$ cat config.mk
export PLATFORM = sky130hd
export DESIGN_NAME = blera_serdiv
export DESIGN_NICKNAME = d
export VERILOG_FILES = /design/src/rtl/beam_line_extrapolate_running_avg_assert.svh /design/src/rtl/blera_serdiv.sv
export SDC_FILE = /design/constraint.sdc
export NUM_CORES = 1
export LEC_CHECK = 0
export ABC_CLOCK_PERIOD_IN_PS = 3500
export BUFFER_PORTS_ARGS = -buffer_cell sky130_fd_sc_hd__buf_2
export CORE_UTILIZATION = 50
export DETAILED_ROUTE_END_ITERATION = 7
export PLACE_DENSITY = 0.77
export RECOVER_POWER = 50
export SKIP_CTS_REPAIR_TIMING = 1
export SYNTH_ARGS = -nofsm -noshare
export SYNTH_HDL_FRONTEND = slang
export SYNTH_SLANG_ARGS = --single-unit
export TNS_END_PERCENT = 20
$ cat constraint.sdc
create_clock -name clock -period 3.5 [get_ports clock]
set_input_delay 0.175 -clock clock [delete_from_list [all_inputs] [get_ports clock]]
set_output_delay 0.175 -clock clock [all_outputs]
set_load 0.02 [all_outputs]
$ cat src/rtl/beam_line_extrapolate_running_avg_assert.svh
// ----------------------------------------------------------------------------
// Assertion macros for the beam line extrapolation block
// Short forms for the clocked checks at the end of the top level.
// ----------------------------------------------------------------------------
`ifndef BEAM_LINE_EXTRAPOLATE_RUNNING_AVG_ASSERT_SVH
`define BEAM_LINE_EXTRAPOLATE_RUNNING_AVG_ASSERT_SVH

// same-cycle implication, checked at every rising clock edge outside reset
`define BLERA_ASSERT_IMPLY(name, ante, cons, msg) \
   name: assert property (@(posedge clock) disable iff (reset) (ante) |-> (cons)) \
      else $error(msg);

// next-cycle implication
`define BLERA_ASSERT_NEXT(name, ante, cons, msg) \
   name: assert property (@(posedge clock) disable iff (reset) (ante) |=> (cons)) \
      else $error(msg);

`endif

$ cat src/rtl/blera_serdiv.sv
`timescale 1ns / 1ps
// ----------------------------------------------------------------------------
// blera_serdiv
// Serial restoring divider: one quotient bit per cycle, unsigned.
// ----------------------------------------------------------------------------
module blera_serdiv #(
   parameter int NUM_W = 64,
   parameter int DEN_W = 33
) (
   input  logic             clock,
   input  logic             reset,
   input  logic             start,
   input  logic [NUM_W-1:0] dividend,
   input  logic [DEN_W-1:0] divisor,
   output logic             done,
   output logic [NUM_W-1:0] quotient
);
   localparam int CNT_W = $clog2(NUM_W + 1);

   logic [NUM_W-1:0] quot_ff, quot_in;
   logic [DEN_W-1:0] rem_ff, rem_in;
   logic [DEN_W-1:0] den_ff, den_in;
   logic [CNT_W-1:0] cnt_ff, cnt_in;
   logic             busy_ff, busy_in;
   logic             done_ff, done_in;
   logic [DEN_W:0]   shifted;
   logic [DEN_W:0]   trial;
   logic             fits;

   // dividend shifts out at the top while quotient bits shift in below
   always_comb begin
      shifted = {rem_ff, quot_ff[NUM_W-1]};
      trial   = shifted - {1'b0, den_ff};
      fits    = shifted >= {1'b0, den_ff};
      quot_in = quot_ff;
      rem_in  = rem_ff;
      den_in  = den_ff;
      cnt_in  = cnt_ff;
      busy_in = busy_ff;
      done_in = 1'b0;
      if (start) begin
         quot_in = dividend;
         rem_in  = '0;
         den_in  = divisor;
         cnt_in  = CNT_W'(NUM_W);
         busy_in = 1'b1;
      end else if (busy_ff) begin
         rem_in  = fits ? trial[DEN_W-1:0] : shifted[DEN_W-1:0];
         quot_in = {quot_ff[NUM_W-2:0], fits};
         cnt_in  = cnt_ff - CNT_W'(1);
         if (cnt_ff == CNT_W'(1)) begin
            busy_in = 1'b0;
            done_in = 1'b1;
         end
      end
   end

   always_ff @(posedge clock) begin
      if (reset) begin
         cnt_ff  <= '0;
         busy_ff <= 1'b0;
         done_ff <= 1'b0;
      end else begin
         cnt_ff  <= cnt_in;
         busy_ff <= busy_in;
         done_ff <= done_in;
      end
   end

   always_ff @(posedge clock) begin
      quot_ff <= quot_in;
      rem_ff  <= rem_in;
      den_ff  <= den_in;
   end

   assign done     = done_ff;
   assign quotient = quot_ff;

endmodule

# == Word level (Yosys, flattened, before mapping) ==
# Index checks and enable logic that the tools add are counted.
# totals
ff_bits,139
word_cells,24
# classes
addsub,2
order_cmp,1
n_eq_ne,1
mux,9
bitwise,1
n_reduce_logical,3
# op_table
op,count
$mux W64,2
$ge A34 B33 Y1,1
$mux W33,1
$sub A33 B33 Y33,1
$mux W7,2
$eq A7 B1 Y1 const B,1
$sub A7 B1 Y7 const B,1
$mux W1,4
$reduce_or A3 Y1,1
$reduce_bool A2 Y1,1
$reduce_or A2 Y1,1
$not A1 Y1,1

# == Depth between registers and ports, before layout ==
# depth
depth_word,4
mapped_depth,15
depth_no_buf,12

# == Least setup slack after synthesis ==
# OpenSTA, ideal clock, no wires.
# synth_timing
path_kind,reg-to-reg
from,register quot_ff[63] (netlist: quotient[63])
to,register rem_ff[0]
arrival_time_ps,3015
required_time_ps,3409
path_slack_ps,394
path_stages_with_launch,16
path_buffers,3
synth_period_minus_slack_ps,3106
cell_sequence,edfxtp_1 inv_1 ha_1 inv_1 fa_1 a21oi_1 nor3_2 o211ai_2 a211oi_2 o31ai_2 and2_1 buf_2 buf_4 buf_4 nor2_1 a311oi_1
# synth_between
elab_chain_cells,2
elab_cells_between_ends,3
# synth_lines
element,line,source
"start, declared",blera_serdiv.sv:20,"logic [NUM_W-1:0] quot_ff, quot_in;"
"start signal, assigned",blera_serdiv.sv:71,quot_ff <= quot_in;
$sub A33 B33 Y33 / $ge A34 B33 Y1 (equally long branches),"blera_serdiv.sv:33, blera_serdiv.sv:34",
$mux W33 (*),blera_serdiv.sv:48,rem_in = fits ? trial[DEN_W-1:0] : shifted[DEN_W-1:0];
"end signal, assigned",blera_serdiv.sv:72,rem_ff <= rem_in;
"end, declared",blera_serdiv.sv:21,"logic [DEN_W-1:0] rem_ff, rem_in;"
# Mark *: on every way between the ends. The rest lies on a longest branch, timed or not.
# A chain may end at the register's enable or synchronous reset.

# == Worst setup path in the final report ==
# layout_timing
from,register quot_ff[63] (netlist: quotient[63])
to,register rem_ff[26]
# The elaborated chain is that of the path after synthesis.

==> results.json <==
{
  "async_reset_ff_share_pct": 0,
  "cts_buffers": 17,
  "power.density_nw_per_um2": 527,
  "syn2layout_area_growth_pct": 24.7,
  "synth.net_count": 829,
  "synthFlopType": "edfxtp_1",
  "design_area_sq_um": 9440,
  "synth.ff_latch_count": 139,
  "drv_slew": 0,
  "vdd_drop_max_uv": 407,
  "fin_crit_sh_pct": 90.2,
  "vias": 6001,
  "register_area_sq_um": 3750,
  "syn_area_per_cell_sq_um": 10.9,
  "port_buffers": 164,
  "grt_pass1_vias": 5993,
  "place_inst": 1018,
  "gp_congestion": 0.929,
  "status": "complete, but fails checks",
  "maxCapViolations": 0,
  "path_clk_slew_ns": 0.07,
  "dpl.hpwl_um": 13000,
  "tns_ns": 0,
  "post-route-util_pct": 64.5,
  "hold_path.class": "in2reg",
  "syn_area_sq_um": 7570,
  "layout_common_cells": "99 x buf_2, 97 x edfxtp_1, 64 x clkbuf_1",
  "route.detailed.drc": 6,
  "leakagePower_uw": 0.00397,
  "yosys_warnings": 0,
  "synthTopCellsByArea": "edfxtp_1 38%, dfxtp_1 11%, mux2_2 9.4%, ha_1 5.8%, a21oi_1 2.8%",
  "cts_htree_levels": 4,
  "grt_use_total_pct": 23.4,
  "routed_wl_um": 18000,
  "relSlewSlack_pct": 53.6,
  "antenna-diode-count": 0,
  "fin_worst_skew_ns": 0.0101,
  "violations": "design-rule violations",
  "gr-total-overflow": 0,
  "via_per_inst": 5.54,
  "yosysTopAreaCell": "edfxtp_1",
  "initial_utilization_pct": 51.7,
  "synth.distinct_cells": 67,
  "dieWidth_um": 125,
  "stdcell_count": 1084,
  "fillCellCount": 1204,
  "fp.dieH_um": 125,
  "p_total_uw": 4980,
  "multi_input_area_sq_um": 3470,
  "yosysTopAreaCellShare_pct": 38.5,
  "cts_tree": "built",
  "worstMarginPinSlew_ns": 0.693,
  "cts_buffer_depth": 2,
  "arrival_ns": 3.46,
  "postRouteAntennaNets": 0,
  "synth_cells": 693,
  "clk-insertion-delay-late_ns": 0.42,
  "final_common_cell": "buf_2",
  "placed_cell_area_sq_um": 8570,
  "core-area_sq_um": 14600,
  "setup_viol": 0,
  "drive_gt1_share_pct": 24.6,
  "clockRootBuffer": "clkbuf_16",
  "startpoint_type": "flop",
  "worst_ep_required_time_ns": 3.80,
  "grt_max_degree": 46,
  "antenna_found_initial": 0,
  "ios": 165,
  "dieArea_sq_um": 15600,
  "seq_area_frac_synth_pct": 49.6,
  "clock_sinks": 139,
  "wire_per_inst_um": 16.6,
  "hold_viol": 0,
  "firstDrtPassIters": 8,
  "fin_crit_ns": 3.16,
  "drt-initial-drc-count": 446,
  "rsz0062_at_grt": "false",
  "end_kind": "flop",
  "crit_type": "reg2reg",
  "synth-edff-count": 97,
  "grt_pass1_wl_um": 29000,
  "cp_max_fo": 23,
  "fmax_ghz": 0.317,
  "fin_nets": 1023,
  "rows": 44
}
-- critical path, stage by stage (launching register included) --
cell and delay [ns]:
edfxtp_1 0.38, inv_1 0.09, ha_1 0.17, inv_1 0.05, fa_1 0.39, a21oi_1 0.28, nor3_2 0.09, o211ai_2 0.27
a211oi_2 0.14, o31ai_2 0.26, and2_1 0.24, buf_6 0.26, nor2_1 0.08, a221o_1 0.33
-- final timing paths --
check	depth (start not counted)	endpoint	from	slack [ns]
max	13	rem_ff[26]$_SDFFE_PP0P_	quotient[63]$_DFFE_PP_	0.34
min	2	quotient[40]$_DFFE_PP_	dividend[40]	0.05
max reg2reg	13	rem_ff[26]$_SDFFE_PP0P_	quotient[63]$_DFFE_PP_	0.34
min reg2reg	2	rem_ff[9]$_SDFFE_PP0P_	rem_ff[9]$_SDFFE_PP0P_	0.50
-- Yosys cell counts (all sizes together) (8+ instances only) --
library cell / count
xnor2: 20
xor2: 12
a21oi: 44
edfxtp: 97
nor3: 14
nor2: 55
nand3: 13
mux2: 63
o21ai: 23
a211oi: 30
a21o: 14
clkbuf: 26
inv: 51
mux2i: 19
buf: 8
nand2: 41
ha: 35
dfxtp: 42
-- logic make-up (layout without fill, tap and decap cells) --
| kind of cell | Yosys count | after routing | share of synthesized area (%) |
|---|---|---|---|
| AOI/OAI and AO/OA | 162 | 162 | 14.5 |
| adders and majority gates | 36 | 36 | 6.05 |
| DFF | 139 | 139 | 49.6 |
| buffers and inverters | 85 | 292 | 4.50 |
| and+or+nand+nor | 157 | 157 | 9.72 |
| xor gates and xnor gates | 32 | 32 | 3.70 |
| muxes | 82 | 82 | 11.9 |
-- per-stage QoR --
step	setup slack, ns	hold slack, ns
2_1_floorplan	0.394	0.244
3_3_place_gp	0.466	0.351
3_5_place_dp	0.337	0.353
4_1_cts	0.321	-0.0902
5_1_grt	0.0607	0.0335
6_report	0.343	0.0518
-- layout make-up --
type | count | share of cell area (%)
sequential | 139 | 39.8
timing repair buffer | 209 | 12.5
clock buffer | 17 | 4.51
inverter | 51 | 2.03
clock inverter | 15 | 1.91
multi-input combinational | 469 | 36.8
tap | 184 | 2.44
-- routing by layer --
layer	global-route usage, %	share of wire [%]	wire length (um)
met1	27.2	42	7640
met2	40.4	49	8840
met3	8.09	6.6	1190
met4	7.60	2.0	357
met5	0	0	0
-- state kept, by name, summed over array words and instances (netlist names) --
register and count:
busy_ff 1, den_ff 33, rem_ff 33, cnt_ff 7, done 1, quotient 64
-- report_power, final --
| group | leakage, uW | total [uW] | switching, uW | internal (uW) |
|---|---|---|---|---|
| Clock | 0.000294 | 1810 | 790 | 1020 |
| Sequential | 0.00131 | 2030 | 94.1 | 1940 |
| Combinational | 0.00237 | 1130 | 663 | 470 |
Power figures use the tool's default switching activity.
