===== config.mk =====
export PLATFORM = sky130hd
export DESIGN_NAME = blera_sermul
export DESIGN_NICKNAME = d
export VERILOG_FILES = /design/src/rtl/beam_line_extrapolate_running_avg_assert.svh /design/src/rtl/blera_sermul.sv
export SDC_FILE = /design/constraint.sdc
export NUM_CORES = 1
export LEC_CHECK = 0
export ABC_AREA = 1
export CAP_MARGIN = 0
export CELL_PAD_IN_SITES_DETAIL_PLACEMENT = 1
export CELL_PAD_IN_SITES_GLOBAL_PLACEMENT = 2
export CORE_MARGIN = 2
export CORE_UTILIZATION = 30
export CTS_CLUSTER_SIZE = 14
export DETAILED_ROUTE_END_ITERATION = 10
export DONT_BUFFER_PORTS = 1
export PLACE_DENSITY = 0.76
export SLEW_MARGIN = 20
export SYNTH_ARGS = -nofsm -noshare
export SYNTH_HDL_FRONTEND = slang
export SYNTH_SLANG_ARGS = --single-unit

===== constraint.sdc =====
create_clock -name clock -period 2.2 [get_ports clock]
set_clock_uncertainty 0.2 [all_clocks]
set_input_delay 0.22 -clock clock [delete_from_list [all_inputs] [get_ports clock]]
set_output_delay 0.22 -clock clock [all_outputs]
set_load 0.05 [all_outputs]

===== src/rtl/beam_line_extrapolate_running_avg_assert.svh =====
// ----------------------------------------------------------------------------
// Assertion macros for the beam line extrapolation block
// Short forms for the clocked checks at the end of the top level.
// ----------------------------------------------------------------------------
`ifndef BEAM_LINE_EXTRAPOLATE_RUNNING_AVG_ASSERT_SVH
`define BEAM_LINE_EXTRAPOLATE_RUNNING_AVG_ASSERT_SVH

// same-cycle implication, checked at every rising clock edge outside reset
`define BLERA_ASSERT_IMPLY(name, ante, cons, msg) \
   name: assert property (@(posedge clock) disable iff (reset) (ante) |-> (cons)) \
      else $error(msg);

// next-cycle implication
`define BLERA_ASSERT_NEXT(name, ante, cons, msg) \
   name: assert property (@(posedge clock) disable iff (reset) (ante) |=> (cons)) \
      else $error(msg);

`endif


===== src/rtl/blera_sermul.sv =====
`timescale 1ns / 1ps
// ----------------------------------------------------------------------------
// blera_sermul
// Serial shift-add multiplier: one multiplier bit per cycle, unsigned.
// ----------------------------------------------------------------------------
module blera_sermul #(
   parameter int A_W = 32,
   parameter int B_W = 33
) (
   input  logic             clock,
   input  logic             reset,
   input  logic             start,
   input  logic [A_W-1:0]   mcand,
   input  logic [B_W-1:0]   mplier,
   output logic             done,
   output logic [A_W+B_W-1:0] product
);
   localparam int CNT_W = $clog2(B_W + 1);

   logic [A_W+B_W-1:0] prod_ff, prod_in;
   logic [A_W-1:0]     mcand_ff, mcand_in;
   logic [CNT_W-1:0]   cnt_ff, cnt_in;
   logic               busy_ff, busy_in;
   logic               done_ff, done_in;
   logic [A_W:0]       upper;

   // low bit of the shifting multiplier gates the add into the upper half
   always_comb begin
      upper    = {1'b0, prod_ff[A_W+B_W-1:B_W]}
               + (prod_ff[0] ? {1'b0, mcand_ff} : {(A_W+1){1'b0}});
      prod_in  = prod_ff;
      mcand_in = mcand_ff;
      cnt_in   = cnt_ff;
      busy_in  = busy_ff;
      done_in  = 1'b0;
      if (start) begin
         prod_in  = {{A_W{1'b0}}, mplier};
         mcand_in = mcand;
         cnt_in   = CNT_W'(B_W);
         busy_in  = 1'b1;
      end else if (busy_ff) begin
         prod_in = {upper, prod_ff[B_W-1:1]};
         cnt_in  = cnt_ff - CNT_W'(1);
         if (cnt_ff == CNT_W'(1)) begin
            busy_in = 1'b0;
            done_in = 1'b1;
         end
      end
   end

   always_ff @(posedge clock) begin
      if (reset) begin
         cnt_ff  <= '0;
         busy_ff <= 1'b0;
         done_ff <= 1'b0;
      end else begin
         cnt_ff  <= cnt_in;
         busy_ff <= busy_in;
         done_ff <= done_in;
      end
   end

   always_ff @(posedge clock) begin
      prod_ff  <= prod_in;
      mcand_ff <= mcand_in;
   end

   assign done    = done_ff;
   assign product = prod_ff;

endmodule


======== After elaboration in Yosys (flattened, before gate mapping) ========
Index checks and enable logic that the tools add are counted.
storage, ports and cells
  bits of input ports ..................... 68
  flip-flop bits (word level) ............. 105
cells by class
  add/subtract/negate cells ............... 2
  eq/ne operators ......................... 1
  bitwise logic cells ..................... 1
  reductions and logical operators ........ 3
  multiplexer cells ....................... 9
operator list
  operator               number
  $mux W33               2
  $add A32 B32 Y33       1
  $mux W32               1
  $mux W6                2
  $eq A6 B1 Y1 const B   1
  $sub A6 B1 Y6 const B  1
  $mux W1                4
  $reduce_or A3 Y1       1
  $reduce_bool A2 Y1     1
  $reduce_or A2 Y1       1
  $not A1 Y1             1

======== Logic depth before layout (Yosys ltp) ========
  word-level depth ........................ 4
  depth in mapped cells ................... 16

======== Least setup slack after synthesis ========
Ideal clock, no wire load.
  kind .................................... register to register
  start point ............................. register prod_ff[0] (netlist: product[0])
  end point ............................... register prod_ff[56] (netlist: product[56])
  period minus slack after synthesis ...... 2,544 ps
  setup slack ............................. -344 ps
  library setup time ...................... 109 ps
  cell stages (with the launch flop) ...... 15
  data arrival time ....................... 2,235 ps
  path through ............................ edfxtp_1 clkbuf_1 nand2_1 inv_1 fa_1 nand3_1 nand3_1 nand2_1 nand3_1 nand2_1 nand3_1 nand2_1 nand3_1 nand2_1 inv_1
between the ends
  longest elaborated chain between the ends .. 2
RTL lines
  what                    line                source
  start, declared         blera_sermul.sv:20  logic [A_W+B_W-1:0] prod_ff, prod_in;
  start signal, assigned  blera_sermul.sv:64  prod_ff <= prod_in;
  $mux W32                blera_sermul.sv:30  + (prod_ff[0] ? {1'b0, mcand_ff} : {(A_W+1){1'b0}});
  $add A32 B32 Y33        blera_sermul.sv:30
Every way passes these cells.
A chain may end at the register's enable or synchronous reset.

======== Worst setup path after layout ========
Same ends and word-level chain as after synthesis.

==> metrics.csv <==
metric,value,unit
outcome,"complete, but fails checks",
violations,negative setup slack,
fin_nets,1193,
grt_usage,0.200,
critPathBufInv,4,
peakVddDrop,439,uV
first_iter_violations,171,
rows,53,
dr.pass1.iters,4,
cts_sinks,105,
drive_above_1_share,0.302,
switchingPower,2350,uW
avgSynthCellArea,7.00,um^2
tightest_slew,0.535,ns
synth_nets,1024,
dieHeight,151,um
coreArea,0.0211,mm^2
critPathLaunchType,flop,
crit_family,simple AND/OR/NAND/NOR gates,
intPower,3910,uW
max-cap-violations,0,
cp.required,2.28,ns
area_growth,49.0,%
antenna_cells,0,
hold_viol_final,0,
routabilityCongestion,0.817,
synth_area,0.00645,mm^2
wl,22800,um
relSlewSlack,0.644,
fmax,0.399,GHz
cp_max_fo,11,
pwr-share-seq,0.424,
synth_compound_area_frac,0.0529,
overflow,0,
hp-class,in -> reg,
min_period,2.50,ns
cts_tree,done,
final_common_cell,nand2_1,
cp_common_cell,nand2_2,
dp_hpwl,15900,um
antenna_found_initial,0,
fp.dieArea,0.0227,mm^2
root_buffer,clkbuf_16,
power_density,651,mW/mm^2
hold_ws,0.0613,ns
ant_nets,0,
crit_path_top_delay_cell,edfxtp_1,
setup_slack,-0.304,ns
synth-seq-cells,105,
grt_pass1_wl,34800,um
port_buffers,0,
synth_fa_ha_area_frac,0.0690,
cts_buffers,9,
vias,6311,
mostFrequentLayoutCells,"nand2_1, inv_1, buf_4",
critical_path.cell_chain,"buf_4, clkbuf_16, nand2_2, inv_2, fa_2, nand3_2, nand3_4, nand2_2, nand3_2, nand2_2, nand3_1, nand2_1, nand3_1, nand2_1, inv_1",
p_leak,0.00471,uW
period_share,1.14,
drc,0,
power,6260,uW
worstSetupEndpointType,flop,
ys_types,33,
power.share.switching,0.376,
slew_violations,0,
cp.arrival,2.58,ns
synth_xor_area_frac,0.0122,
path_class,reg -> reg,
ys_seq_area_frac,0.427,
grt_pass1_vias,6547,
start_util,0.306,
viasPerCell,4.61,
crit_path_max_incr_delay,0.41,ns
h-tree-depth,3,
pwr-share-comb,0.289,
synth-simple-area-share,0.332,
cts_buffer_depth,2,
clkLatencyLatePin,0.38,ns
muxShareOfSynthArea,0,
wire_per_inst,16.6,um
die_w,151,um
grt_start_max_net_pins,75,
power_frac_clock,0.287,
synth_top_family_by_area,simple AND/OR/NAND/NOR gates,
finalSetupViolCount,29,
yosysWarningCount,0,
rsz0062_at_grt,yes,
clk_pin_slew,0.09,ns
ios,134,
final_util,0.456,
synthCells,921,
==> path summary, 6_finish.rpt <==
path	cells past startpoint	slack, ns	endpoint	startpoint
min reg2reg	2	0.31	cnt_ff[1]	cnt_ff[1]
max reg2reg	15	-0.30	product[56]	product[0]
max	15	-0.30	product[56]	product[0]
min	4	0.06	product[40]	start
==> sequential cells by signal, summed over array words and instances, names as in the netlist <==
register	cells
cnt_ff	6
busy_ff	1
mcand_ff	32
product	65
done	1
==> power groups by stage <==
stage | clock network (uW) | registers (uW) | logic (uW)
after global routing | 1910 | 2680 | 1980
after floorplan | 0 | 2850 | 813
final | 1800 | 2650 | 1810
after detailed placement | 0 | 2700 | 1460
after global placement | 0 | 2700 | 1440
after CTS | 1860 | 2660 | 1660
==> tightest hold or removal path, cell delays in order <==
cell	delay (ns)
nor2_1	0.03
buf_4	0.20
nand2_1	0.08
o21ai_1	0.06
==> layer usage <==
layer | GRT usage | up-vias | share of wire
met5 | 0 | - | 0
met4 | 0.0421 | 0 | 0.011
met1 | 0.251 | 2995 | 0.45
li1 | - | 3179 | -
met3 | 0.0494 | 13 | 0.054
met2 | 0.348 | 124 | 0.48
==> cell type report <==
cell class              instances  area [um^2]
fillers                      2553        11500
multi-input cells             634         3940
flip-flops and latches        105         2750
repair buffers                175         1630
inverters                     165          622
well taps                     275          344
clock buffers                   9          225
clock inverters                 7         96.3
==> cells by family (layout without fill, tap and decap cells) <==
kind of cell,Yosys count,count (layout)
AOI/OAI and AO/OA,60,60
xor gates and xnor gates,9,9
adders and majority gates,35,35
buffers and inverters,182,356
DFF,105,105
and+or+nand+nor,530,530
==> repair_timing <==
item / CTS / global route
cloned: 0 / 3
hold buffers: 70 / 0
pin swaps: 3 / 27
resized for setup: 49 / 98
buffers inserted: 2 / 8
setup endpoints to repair: 28 / 30
endpoints found under the hold margin: 116 / 0
==> Yosys cell counts <==
| cell | n | area share |
|---|---|---|
| a211oi_1 | 2 | 0.0023 |
| a21o_1 | 1 | 0.0012 |
| a21oi_1 | 28 | 0.022 |
| a22o_1 | 1 | 0.0014 |
| a32o_1 | 5 | 0.0078 |
| and3_1 | 1 | 0.00097 |
| buf_1 | 2 | 0.0012 |
| buf_2 | 4 | 0.0031 |
| clkbuf_1 | 11 | 0.0064 |
| clkinv_1 | 1 | 0.00058 |
| dfxtp_1 | 40 | 0.12 |
| edfxtp_1 | 65 | 0.30 |
| fa_1 | 1 | 0.0031 |
| ha_1 | 34 | 0.066 |
| inv_1 | 164 | 0.095 |
| nand2_1 | 376 | 0.22 |
| nand2_2 | 6 | 0.0058 |
| nand3_1 | 41 | 0.032 |
| nand3_2 | 4 | 0.0062 |
| nand3b_1 | 1 | 0.0012 |
| nand3b_2 | 1 | 0.0017 |
| nand4_1 | 3 | 0.0029 |
| nor2_1 | 80 | 0.047 |
| nor2_2 | 3 | 0.0029 |
| nor3_1 | 6 | 0.0047 |
| nor3_2 | 1 | 0.0016 |
| nor3b_1 | 3 | 0.0035 |
| o21ai_0 | 16 | 0.012 |
| o21ai_1 | 5 | 0.0039 |
| o21bai_1 | 2 | 0.0023 |
| or2_2 | 4 | 0.0039 |
| xnor2_1 | 8 | 0.011 |
| xor2_1 | 1 | 0.0014 |
==> metrics by stage <==
| step | area [um^2] | cells | setup TNS, ns | setup WS [ns] |
|---|---|---|---|---|
| global placement | 7940 | 1271 | -3.22 | -0.293 |
| finish | 9610 | 1370 | -6.14 | -0.304 |
| floorplan | 6960 | 921 | -3.52 | -0.185 |
| global route | 9610 | 1370 | -9.93 | -0.471 |
| detailed placement | 7940 | 1271 | -4.59 | -0.358 |
| CTS | 9170 | 1359 | -3.47 | -0.283 |
(Power assumes the default switching activity.)
